**config.mk**
```make
export PLATFORM = sky130hd
export DESIGN_NAME = tpcc_merge
export DESIGN_NICKNAME = d
export VERILOG_FILES = /design/src/rtl/tpcc_pkg.sv /design/src/rtl/tpcc_merge.sv
export SDC_FILE = /design/constraint.sdc
export NUM_CORES = 1
export LEC_CHECK = 0
export BUFFER_PORTS_ARGS = -buffer_cell sky130_fd_sc_hd__buf_2
export CAP_MARGIN = 20
export CORE_AREA = 2 2 73 47
export CTS_BUF_LIST = sky130_fd_sc_hd__clkbuf_16
export DETAILED_ROUTE_END_ITERATION = 6
export DIE_AREA = 0 0 75 49
export GPL_TIMING_DRIVEN = 1
export PLACE_DENSITY = 0.72
export SETUP_SLACK_MARGIN = 0.3
export SLEW_MARGIN = 20
export SYNTH_ARGS = -nofsm -noshare
export SYNTH_HDL_FRONTEND = slang
export SYNTH_SLANG_ARGS = --single-unit
```
**constraint.sdc**
```tcl
create_clock -name clk -period 1.7 [get_ports clk]
set_input_delay 0.255 -clock clk [delete_from_list [all_inputs] [get_ports clk]]
set_output_delay 0.255 -clock clk [all_outputs]
set_load 0.01 [all_outputs]
```
**src/rtl/tpcc_pkg.sv**
```systemverilog
`default_nettype none

package tpcc_pkg;

    // ADC sample and DC estimate format
    localparam int SAMPLE_BITS      = 16;
    localparam int DC_FRACTION_BITS = 16;

    // Field widths
    localparam int RAW_W     = 16;               // sample ports
    localparam int OUT_W     = 16;               // current ports and low-pass state
    localparam int NEG_W     = RAW_W + 2;        // offset minus sample
    localparam int GAIN_W    = 16;
    localparam int SHIFT_W   = 5;
    localparam int ALPHA_W   = 31;               // DC weight, Q31
    localparam int ALPHA_FRAC = 31;
    localparam int LP_W      = 15;               // low-pass weights, Q15
    localparam int LP_FRAC   = 15;

    // Internal datapath widths
    localparam int PROD_W    = 34;               // scaled sample v
    localparam int EST_W     = 48;               // DC estimate
    localparam int DIFF_W    = EST_W + 1;        // target minus estimate
    localparam int LO_W      = 25;               // low slice of the difference
    localparam int HI_W      = DIFF_W - LO_W;    // signed high slice
    localparam int LO_P_W    = ALPHA_W + LO_W;
    localparam int HI_P_W    = ALPHA_W + 1 + HI_W;
    localparam int UP_W      = HI_P_W + 1;
    localparam int Q_SHIFT   = ALPHA_FRAC - LO_W;
    localparam int C_W       = PROD_W + 1;       // difference after DC removal
    localparam int M1_W      = LP_W + 1 + C_W;
    localparam int M2_W      = LP_W + 1 + OUT_W;
    localparam int SUM_W     = M1_W + 1;

    // Configuration port
    localparam int CFG_IDX_W  = 3;
    localparam int CFG_DATA_W = 31;

    localparam logic [CFG_IDX_W-1:0] REG_ADC_OFFSET   = 3'd0;
    localparam logic [CFG_IDX_W-1:0] REG_COUNT_GAIN   = 3'd1;
    localparam logic [CFG_IDX_W-1:0] REG_GAIN_SHIFT   = 3'd2;
    localparam logic [CFG_IDX_W-1:0] REG_DC_ALPHA     = 3'd3;
    localparam logic [CFG_IDX_W-1:0] REG_LP_ALPHA     = 3'd4;
    localparam logic [CFG_IDX_W-1:0] REG_LP_ONE_MINUS = 3'd5;

    localparam logic [RAW_W-1:0]   RST_ADC_OFFSET   = 16'd2553;
    localparam logic [GAIN_W-1:0]  RST_COUNT_GAIN   = 16'd925;
    localparam logic [SHIFT_W-1:0] RST_GAIN_SHIFT   = 5'd5;
    localparam logic [ALPHA_W-1:0] RST_DC_ALPHA     = 31'd674440;
    localparam logic [LP_W-1:0]    RST_LP_ALPHA     = 15'd8192;
    localparam logic [LP_W-1:0]    RST_LP_ONE_MINUS = 15'd24576;

    localparam logic [RAW_W-1:0] SAMPLE_MASK =
        RAW_W'((longint'(1) <<< SAMPLE_BITS) - longint'(1));

    typedef struct packed {
        logic [RAW_W-1:0]   adc_offset;
        logic [GAIN_W-1:0]  count_gain;
        logic [SHIFT_W-1:0] gain_shift;
        logic [ALPHA_W-1:0] dc_alpha;
        logic [LP_W-1:0]    lp_alpha;
        logic [LP_W-1:0]    lp_one_minus;
    } cfg_t;

    // Top level to lanes
    typedef struct packed {
        logic start;        // input transfer, capture sample
        logic stationary;   // update the DC estimate for this item
        logic take;         // merge stage collects the result
    } lane_ctrl_t;

    // Lane to top level and merge stage
    typedef struct packed {
        logic idle;
        logic done;
    } lane_stat_t;

endpackage

`default_nettype wire

```
**src/rtl/tpcc_merge.sv**
```systemverilog
`default_nettype none

// Joins the two lane results into one output transfer and holds it
// until the consumer takes it, so the lanes can start the next pair.
module tpcc_merge (
    input  wire                               clk,
    input  wire                               rst_n,
    input  tpcc_pkg::lane_stat_t              lane_a,
    input  tpcc_pkg::lane_stat_t              lane_b,
    input  wire signed [tpcc_pkg::OUT_W-1:0]  result_a,
    input  wire signed [tpcc_pkg::OUT_W-1:0]  result_b,
    input  wire                               out_ready,
    output logic                              take,
    output logic                              out_valid,
    output logic signed [tpcc_pkg::OUT_W-1:0] current_a,
    output logic signed [tpcc_pkg::OUT_W-1:0] current_b
);

    logic                              valid_reg, valid_next;
    logic signed [tpcc_pkg::OUT_W-1:0] cur_a_reg;
    logic signed [tpcc_pkg::OUT_W-1:0] cur_b_reg;

    // Both lanes finished and the output register is free or draining
    assign take       = lane_a.done & lane_b.done & (~valid_reg | out_ready);
    assign valid_next = take | (valid_reg & ~out_ready);

    always_ff @(posedge clk or negedge rst_n)
    begin
        if (!rst_n)
        begin
            valid_reg <= 1'b0;
        end
        else
        begin
            valid_reg <= valid_next;
        end
    end

    always_ff @(posedge clk)
    begin
        if (take)
        begin
            cur_a_reg <= result_a;
            cur_b_reg <= result_b;
        end
    end

    assign out_valid = valid_reg;
    assign current_a = cur_a_reg;
    assign current_b = cur_b_reg;

endmodule

`default_nettype wire

```
[Word-level counts from Yosys, hierarchy flattened]
Index checks and enable logic that the tools add are counted.
Storage, ports and cells
  register bits after elaboration: 33
  input bits: 39
  output and inout bits: 34
  logic and storage cells: 10
Operators by class
  bitwise operators: 7
Operator list (number)
  1-bit AND: 3
  1-bit inverter: 2
  1-bit bitwise OR: 2

[Logic depth before layout (Yosys ltp)]
Gate-level depths: netlist (run 1).
  word-level depth: 4
  mapped depth: 2
  gate-level depth less buffers: 2

[Worst setup path after synthesis (run 1)]
Ideal clock, no wire load.
  kind: flip-flop to flip-flop
  from: register valid_reg (netlist: out_valid)
  to: register cur_a_reg (netlist bit current_a[0]) (enable)
  library setup time: 404 ps
  data arrival time: 1490 ps
  required time: 1296 ps
  slack: -195 ps
  cell stages (with the launch flop): 2
  buffers on the path: 0
  period minus slack after synthesis: 1895 ps
  cell sequence: dfrtp_1 > a21oi_2
On the way
  cells in the longest elaborated chain, start to end: 3
Ends and longest elaborated chain
  from (decl): line tpcc_merge.sv:19  | logic valid_reg, valid_next;
  from (signal assigned): line tpcc_merge.sv:35  | valid_reg <= valid_next;
  1-bit inverter: line tpcc_merge.sv:24  | assign take = lane_a.done & lane_b.done & (~valid_reg | out_ready);
  1-bit bitwise OR: line tpcc_merge.sv:24
  1-bit AND: line tpcc_merge.sv:24
  named net take: line tpcc_merge.sv:13  | output logic take,
  to (signal assigned): line tpcc_merge.sv:43  | cur_a_reg <= result_a;
  to (decl): line tpcc_merge.sv:20  | logic signed [tpcc_pkg::OUT_W-1:0] cur_a_reg;
The timed path passes the listed nets, and every way through them passes these cells.
A chain may end at the register's enable or synchronous reset.

[Final worst setup path (run 1)]
  from: register valid_reg (netlist: out_valid)
  to: output take
On the way
  cells in the longest elaborated chain, start to end: 3
Ends and longest elaborated chain (line)
  1-bit inverter: tpcc_merge.sv:24
  1-bit bitwise OR: tpcc_merge.sv:24
  1-bit AND: tpcc_merge.sv:24
  to (decl): tpcc_merge.sv:13
Every way passes these cells.

==> impl_metrics.tcl, run 1 <==
set metrics [dict create \
    grt_util_all_layers_pct 12.8 \
    startpoint "out_valid" \
    crit_fanout 4 \
    syn-cell-area_sq_mm 0.00101 \
    cpPeakStageDelay_ns 0.43 \
    syn2layout_area_growth_pct 61.8 \
    finalInstanceArea_sq_mm 0.00164 \
    start_kind "flop" \
    worst_ep_arrival_time_ns 1.02 \
    hold_viol_final 0 \
    ant_nets 0 \
    core-area_sq_mm 0.00306 \
    synth.largest_area_cell "edfxtp_1" \
    numCtsBuffers 5 \
    leakage_nw 0.718 \
    cts_buffer_depth 2 \
    ys_warn_count 0 \
    fin_nets 160 \
    clk_pin_slew_ns 0.05 \
    rsz0062_at_grt "no" \
    skew_ns 0.00562 \
    dr.pass1.iters 2 \
    path_buf_inv 1 \
    cp_top_family "flip-flops" \
    grt_pass1_wl_microns 3350 \
    clk_latency_ns 0.27 \
    yosys_most_used_dff "edfxtp_1" \
    syn_nets 77 \
    initial_core_util_pct 33.1 \
    power_density_mw_per_mm2 1250 \
    cts_tree "built" \
    synthTopCellsByArea "edfxtp_1, dfrtp_1, a21oi_2, o21ai_2, inv_1" \
    ys_types 6 \
    grt_max_degree 17 \
    reg2reg_from "out_valid" \
    worst-r2r-setup-slack_ns 0.49 \
    synth-async-reset-ratio_pct 3.03 \
    io_pins 73 \
    crit_type "flop to primary output" \
    dieArea_sq_mm 0.00368 \
    grt_overflow 0 \
    synth.most_common_cell "edfxtp_1" \
    die_y_microns 49 \
    synth_top_area_share_pct 94.7 \
    portBuffers 70 \
    place.gp.congestion 0.651 \
    clk_root_buffer_cell "clkbuf_16" \
    tns_ns 0 \
    clock-sinks 33 \
    fin_crit_sh_pct 75.2 \
    slew_violations 0 \
    status "finished, final reports clean" \
    syn_avg_cell_area_sq_um 26.7 \
    drive_gt1_share_pct 69.7 \
    fp-row-count 16 \
    setup_violations 0 \
    slew-limit-headroom_pct 86.2 \
    max_clock_freq_mhz 782 \
    utilization_pct 53.6 \
    worstHoldStart "result_a[7]" \
    worstPathRequired_ns 1.44 \
    ys_top_cells_by_count "edfxtp_1, inv_1" \
    n_fill_cell 257 \
    synthCells 38 \
    vias 669 \
    drt-vias-per-instance 4.01 \
    ys_ff_latch 33 \
    grt_pass1_vias 718 \
    finalCriticalPeriod_ns 1.28 \
    synth_edf_count 32 \
    hold_class "primary input to flop" \
    antenna_found_initial 0 \
    fp.dieW_microns 75 \
    post_dp_cell_area_sq_mm 0.00145 \
    ys_seq_area_share_pct 97.2 \
    slowest_stage "dfrtp_2" \
    antennaDiodeCount 0 \
    drv_cap 0 \
    drc 0 \
    wirelength_microns 2060 \
    cp-end-kind "primary output" \
    wl_per_cell_microns 12.4 \
    tightest_slew_ns 0.208 \
    drt-initial-drc-count 29 \
    h-tree-depth 2 \
    path_cells "a21oi_4, buf_2" \
    peakVddDrop_mv 0.836 \
]
[cells in the final DEF (no fill, tap or decap)]
master         count
bufinv_16          1
buf_4              5
clkinv_2           1
a21oi_4            1
inv_1              3
dlygate4sd3_1      1
clkbuf_16          5
o21ai_2            1
buf_2             70
dfrtp_2            1
edfxtp_1          32
nand2_1            1
[logic make-up after synthesis]
group,synth area share (%)
AOI/OAI and AO/OA,1.73
buffers and inverters,0.740
DFF,97.2
and+or+nand+nor,0.370
[state kept, by name, indices dropped and copies added, names as in the netlist]
signal	cells
current_a	16
out_valid	1
current_b	16
[per-layer routing]
| layer | part of all wire, % | vias up | wire, microns | track usage, % |
|---|---|---|---|---|
| met5 | 0 | - | 0 | 0 |
| li1 | - | 314 | - | - |
| met3 | 16 | 4 | 330 | 9.50 |
| met1 | 33 | 305 | 686 | 11.7 |
| met2 | 49 | 46 | 1020 | 21.3 |
| met4 | 1.4 | 0 | 29 | 5.36 |
[report_power, final]
part           internal, mW  total [mW]  switching, mW
clock                 0.681       0.969          0.288
combinational        0.0632       0.128         0.0652
sequential            0.937       0.947        0.00977
[final cells by class]
class                           count  area, sq um  area share [%]
Sequential cell                    33          987            60.1
Timing Repair Buffer               76          398            24.2
Clock buffer                        5          125            7.62
Tap cell                           45         56.3            3.43
Clock inverter                      3         38.8            2.36
Multi-Input combinational cell      3         28.8            1.75
Inverter                            2         7.51           0.457
[through the flow]
| step | cells | hold WS (ns) | power, mW | worst slack, ns |
|---|---|---|---|---|
| 6_report | 167 | 0.159 | 2.04 | 0.422 |
| 2_1_floorplan | 38 | -0.0406 | 1.00 | 0.220 |
| 5_1_grt | 167 | 0.147 | 2.13 | 0.378 |
| 3_5_place_dp | 155 | 0.0366 | 1.08 | 0.337 |
| 4_1_cts | 167 | 0.154 | 2.07 | 0.411 |
| 3_3_place_gp | 155 | 0.0302 | 1.08 | 0.382 |
[worst reg2reg max path, cell delays in order (launching register included)]
cell,delay (ns)
dfrtp_2,0.43
a21oi_4,0.17
buf_4,0.14
buf_4,0.17
[path summary, 6_finish.rpt]
check / to / cells after the start
max: take / 2
min: current_a[7] / 1
max reg2reg: current_a[7] / 3
min reg2reg: out_valid / 2
max in group asynchronous: out_valid / 2
min in group asynchronous: out_valid / 2
[what timing repair did]
item                                    CTS  global route
hold buffers                              1             0
setup buffers                             3             0
endpoints found under the hold margin     1             0
endpoints found under the setup margin    1             0
gates resized for setup                   0             0
Power figures use the tool's default switching activity.
==> run 2: changes to the inputs <==
--- a/config.mk
+++ b/config.mk
@@ -7,12 +7,12 @@
 export LEC_CHECK = 0
 export BUFFER_PORTS_ARGS = -buffer_cell sky130_fd_sc_hd__buf_2
 export CAP_MARGIN = 20
-export CORE_AREA = 2 2 73 47
+export CORE_AREA = 2 2 69 45
 export CTS_BUF_LIST = sky130_fd_sc_hd__clkbuf_16
 export DETAILED_ROUTE_END_ITERATION = 6
-export DIE_AREA = 0 0 75 49
+export DIE_AREA = 0 0 71 47
 export GPL_TIMING_DRIVEN = 1
-export PLACE_DENSITY = 0.72
+export PLACE_DENSITY = 0.75
 export SETUP_SLACK_MARGIN = 0.3
 export SLEW_MARGIN = 20
 export SYNTH_ARGS = -nofsm -noshare
==> constraint.sdc (replaced) <==
create_clock -name clk -period 1.28 [get_ports clk]
set_input_delay 0.192 -clock clk [delete_from_list [all_inputs] [get_ports clk]]
set_output_delay 0.192 -clock clk [all_outputs]
set_load 0.01 [all_outputs]
==> run 2 against run 1 <==
  * Routed wire length rose by 1.1%
  * Worst hold slack got worse by 0.064 ns
  * Die area fell by 9.2%
  * Final cell count fell by 6.0%
  * Non-clock buffer count rose by 1
  * Utilization rose by 7.6 points
  * Worst setup slack got worse by 0.40 ns
  * Critical endpoint unchanged
  * Largest cell class unchanged
  * Highest routed layer unchanged
==> impl_metrics.tcl, run 2 (synthesis results as in run 1) <==
set metrics [dict create \
    status "finished, final reports clean" \
    io_pins 73 \
    grt_pass1_wl_microns 3040 \
    leakage_nw 0.729 \
    cp_top_family "flip-flops" \
    most-common-layout-cells "buf_2, edfxtp_1, clkbuf_16" \
    wirelength_microns 2090 \
    peakVddDrop_mv 1.01 \
    numCtsBuffers 5 \
    worstHoldStart "result_b[15]" \
    fp-row-count 15 \
    initial_core_util_pct 37.3 \
    die_y_microns 47 \
    grt_overflow 0 \
    clk_latency_ns 0.27 \
    ff2ff_path_depth 3 \
    tns_ns 0 \
    routed-wl-met3_microns 292 \
    cpPeakStageDelay_ns 0.42 \
    drive_gt1_share_pct 69.9 \
    dr.pass1.iters 3 \
    grt_util_all_layers_pct 13.3 \
    power.switching_mw 0.480 \
    max_clock_freq_mhz 796 \
    grt_pass1_vias 681 \
    slew-limit-headroom_pct 89.8 \
    worst_ep_arrival_time_ns 1.06 \
    hold_class "primary input to flop" \
    clk_root_buffer_cell "clkbuf_16" \
    finalCriticalPeriod_ns 1.26 \
    core-area_sq_mm 0.00272 \
    regArea_sq_um 987 \
    dieArea_sq_mm 0.00334 \
    p_clk_share_pct 42.6 \
    fin_cells 157 \
    ant_nets 0 \
    cts_buffer_depth 2 \
    crit_type "flop to primary output" \
    final_common_cell "buf_2" \
    wl_per_cell_microns 13.3 \
    start_kind "flop" \
    slew_violations 0 \
    sw_frac_of_total_pct 18.9 \
    startpoint "out_valid" \
    syn2layout_area_growth_pct 64.1 \
    worstPathRequired_ns 1.09 \
    vias 664 \
    skew_ns 0.00708 \
    slowest_stage "dfrtp_2" \
    comb_power_share_pct 7.8 \
    clk_pin_slew_ns 0.05 \
    place.gp.congestion 0.659 \
    power_frac_seq_pct 49.6 \
    worstHoldEndpoint "current_b[15]" \
    place_inst 144 \
    cellInternalPower_mw 2.05 \
    h-tree-depth 2 \
    fin_nets 161 \
    antennaDiodeCount 0 \
    n_fill_cell 202 \
    tightest_slew_ns 0.152 \
    reg2reg_from "out_valid" \
    post_dp_cell_area_sq_mm 0.00146 \
    setup_violations 0 \
    path_buf_inv 2 \
    drc 0 \
    antenna_found_initial 0 \
    multi_input_area_sq_um 28.8 \
    hold_viol_final 0 \
    worst-r2r-setup-slack_ns 0.07 \
    crit_fanout 2 \
    clock-sinks 33 \
    grt_max_degree 24 \
    wl_met2_microns 1030 \
    rsz0062_at_grt "yes" \
    routed.top_layer "met4" \
    finalPower_mw 2.53 \
    path_cells "a21oi_4, buf_12, buf_6" \
    power_density_mw_per_mm2 1520 \
    cts_tree "built" \
    fin_crit_sh_pct 98.2 \
    finalInstanceArea_sq_mm 0.00167 \
    cp-end-kind "primary output" \
    rr_endpoint "current_a[10]" \
    portBuffers 70 \
    drt-initial-drc-count 38 \
    fp.dieW_microns 71 \
    holdPathStages 1 \
    wl_met1_microns 728 \
    drt-vias-per-instance 4.23 \
    drv_cap 0 \
]
==> run 2: how the worst max path moves through the flow <==
| stage | to | slack [ns] | cells past startpoint |
|---|---|---|---|
| floorplan | current_a[0] | -0.20 | 1 |
| global placement | current_a[7] | 0.15 | 2 |
| detailed placement | current_a[8] | 0.13 | 2 |
| CTS | take | 0.02 | 3 |
| global route | take | -0.0005 | 3 |
| finish | take | 0.02 | 3 |
==> run 2: power groups by stage <==
stage,sequential (mW),clock (mW),combinational [mW]
after floorplan,1.31,0,0.0258
after global placement,1.28,0,0.165
after detailed placement,1.28,0,0.171
after CTS,1.26,1.11,0.191
after global routing,1.26,1.16,0.216
final,1.26,1.08,0.199
==> run 2: timing repair <==
item | 4_1_cts | 5_1_grt
endpoints found under the hold margin | 1 | 0
setup endpoints to repair | 41 | 57
pin swaps | 1 | 0
gates cloned | 0 | 1
hold buffers | 1 | 0
gates resized for setup | 2 | 0
buffers inserted | 3 | 0
==> run 2: final cells by class <==
class,count,area share (%)
clock buffer,5,7.51
inverter,2,0.451
timing repair buffer,77,27.6
multi-input combinational,3,1.73
sequential,33,59.3
clock inverter,3,0.826
tap,34,2.55
==> run 2: worst reg2reg max path: stages (launching register included) <==
cell       delay (ns)
dfrtp_2          0.42
a21oi_4          0.16
buf_4            0.17
clkbuf_16        0.16
==> run 2: metrics by stage <==
step	util (%)	hold slack (ns)	setup slack, ns
6_report	61.2	0.0952	0.0237
5_1_grt	61.2	0.0894	-0.000513
4_1_cts	60.3	0.0902	0.0216
3_5_place_dp	53.5	-0.0314	0.131
3_3_place_gp	53.5	-0.0327	0.149
2_1_floorplan	-	-0.104	-0.200
==> run 2: layer usage <==
| metal | track usage [%] | up-vias |
|---|---|---|
| met1 | 12.7 | 298 |
| met5 | 0 | - |
| met3 | 9.44 | 5 |
| met4 | 7.92 | 0 |
| met2 | 22.1 | 43 |
| li1 | - | 318 |
==> run 3: changes to the inputs <==
--- a/config.mk
+++ b/config.mk
@@ -5,14 +5,13 @@
 export SDC_FILE = /design/constraint.sdc
 export NUM_CORES = 1
 export LEC_CHECK = 0
-export BUFFER_PORTS_ARGS = -buffer_cell sky130_fd_sc_hd__buf_2
 export CAP_MARGIN = 20
-export CORE_AREA = 2 2 69 45
+export CORE_AREA = 2 2 52 58
 export CTS_BUF_LIST = sky130_fd_sc_hd__clkbuf_16
 export DETAILED_ROUTE_END_ITERATION = 6
-export DIE_AREA = 0 0 71 47
+export DIE_AREA = 0 0 54 60
+export DONT_BUFFER_PORTS = 1
 export GPL_TIMING_DRIVEN = 1
-export PLACE_DENSITY = 0.75
 export SETUP_SLACK_MARGIN = 0.3
 export SLEW_MARGIN = 20
 export SYNTH_ARGS = -nofsm -noshare
==> run 3 against run 2 <==
  * Worst setup slack is essentially flat
  * Combinational power shrank 60%
  * Sequential share of layout area grew 15 points
  * Power shrank 3.9%
  * Maximum frequency is essentially flat
  * Via count shrank 37%
  * Critical path depth shrank 1
  * Cell area shrank 20%
  * Largest power group unchanged
==> impl_metrics.tcl, run 3 (synthesis results as in run 1) <==
set metrics [dict create \
    status "finished, final reports clean" \
    worstHoldStart "result_a[14]" \
    worstHoldEndpoint "current_a[14]" \
    grt_util_all_layers_pct 11.9 \
    ant_nets 0 \
    initial_core_util_pct 37.5 \
    n_fill_cell 221 \
    drc 0 \
    reg2reg_from "out_valid" \
    fin_nets 92 \
    place.gp.congestion 0.598 \
    grt_pass1_vias 479 \
    power_density_mw_per_mm2 1830 \
    worst-r2r-setup-slack_ns 0.03 \
    vias 420 \
    cts_tree "built" \
    slew_violations 0 \
    cp-end-kind "primary output" \
    wl_per_cell_microns 20.3 \
    drt-initial-drc-count 1 \
    worst_ep_arrival_time_ns 1.06 \
    fp.dieW_microns 54 \
    clk_pin_slew_ns 0.05 \
    finalPower_mw 2.43 \
    grt_max_degree 19 \
    hold_class "primary input to flop" \
    drv_cap 0 \
    io_pins 73 \
    finalCriticalPeriod_ns 1.26 \
    slew-limit-headroom_pct 88.3 \
    fp-row-count 20 \
    rsz0062_at_grt "yes" \
    drive_gt1_share_pct 27.8 \
    holdPathStages 0 \
    portBuffers 0 \
    tightest_slew_ns 0.175 \
    crit_type "flop to primary output" \
    clk_latency_ns 0.27 \
    fin_crit_sh_pct 98.1 \
    antenna_found_initial 0 \
    dr.pass1.iters 4 \
    cts_buffer_depth 2 \
    clk_root_buffer_cell "clkbuf_16" \
    core-area_sq_mm 0.00270 \
    setup_violations 0 \
    numCtsBuffers 5 \
    fin_cells 87 \
    h-tree-depth 2 \
    crit_fanout 8 \
    hold_viol_final 0 \
    wirelength_microns 1770 \
    peakVddDrop_mv 1.13 \
    place_inst 73 \
    leakage_nw 0.454 \
    rr_endpoint "current_a[12]" \
    grt_overflow 0 \
    drt-vias-per-instance 4.83 \
    max_clock_freq_mhz 796 \
    most-common-layout-cells "edfxtp_1, clkbuf_16" \
    final_common_cell "edfxtp_1" \
    syn2layout_area_growth_pct 31.1 \
    dieArea_sq_mm 0.00324 \
    start_kind "flop" \
    cpPeakStageDelay_ns 0.45 \
    slowest_stage "dfrtp_2" \
    antennaDiodeCount 0 \
    worstPathRequired_ns 1.09 \
    grt_pass1_wl_microns 2360 \
    die_y_microns 60 \
    path_cells "a21oi_4, buf_12" \
    ff2ff_path_depth 3 \
    clock-sinks 33 \
    skew_ns 0.00125 \
]
[run 3: cell types whose count changed in the layout (fill, tap and decap cells not counted), sizes merged]
cell / previous run / this run
buf: 75 / 5
clkinv: 2 / 3
dlygate4sd3: 1 / 2
inv: 3 / 2
[run 3: worst max-delay path by stage]
stage	from	end	slack, ns
global placement	out_valid	current_a[8]	0.15
global route	out_valid	take	-0.03
finish	out_valid	take	0.02
detailed placement	out_valid	current_a[10]	0.12
floorplan	out_valid	current_a[0]	-0.20
CTS	out_valid	take	0.02
[run 3: worst max-delay path: cells and delay by family (launching register included)]
| kind | cells | cell delay, ns |
|---|---|---|
| buffers and inverters | 1 | 0.15 |
| flip-flops | 1 | 0.45 |
| AO/OA/AOI/OAI | 1 | 0.20 |
[run 3: layout make-up]
cell class	count	area, sq um	area share (%)
clock inverters	3	12.5	0.941
well taps	33	41.3	3.10
multi-input cells	3	28.8	2.16
repair buffers	8	128	9.60
flip-flops and latches	33	987	74.2
inverters	2	7.51	0.564
clock buffers	5	125	9.41
[run 3: per-layer routing]
metal	share of wire (%)	global-route usage (%)
met5	0	0
met4	1.4	8.57
met3	13	10.8
met2	52	17.4
met1	33	9.92
[run 3: report_power, final]
part	leakage, nW	switching, mW	total, mW	internal, mW
registers	0.309	0.0418	1.29	1.25
clock network	0.0687	0.365	1.06	0.699
logic	0.0770	0.0367	0.0803	0.0436
[run 3: timing repair]
| item | 4_1_cts | 5_1_grt |
|---|---|---|
| endpoints found under the setup margin | 33 | 33 |
| buffers inserted | 2 | 0 |
| resized for setup | 1 | 0 |
| pin swaps | 1 | 0 |
| cloned | 1 | 1 |
| hold endpoints to repair | 2 | 0 |
| hold buffers | 2 | 0 |
[run 3: stage by stage]
stage / setup TNS [ns] / setup WS (ns) / area, sq um / hold WS (ns) / utilization, %
after floorplan: -6.42 / -0.200 / 1020 / -0.104 / -
after global placement: 0 / 0.150 / 1100 / -0.104 / 40.9
after detailed placement: 0 / 0.117 / 1100 / -0.104 / 40.9
after CTS: 0 / 0.0193 / 1310 / 0.00859 / 48.3
after global routing: -0.0805 / -0.0250 / 1330 / 0.000436 / 49.2
final: 0 / 0.0241 / 1330 / 0.0178 / 49.2
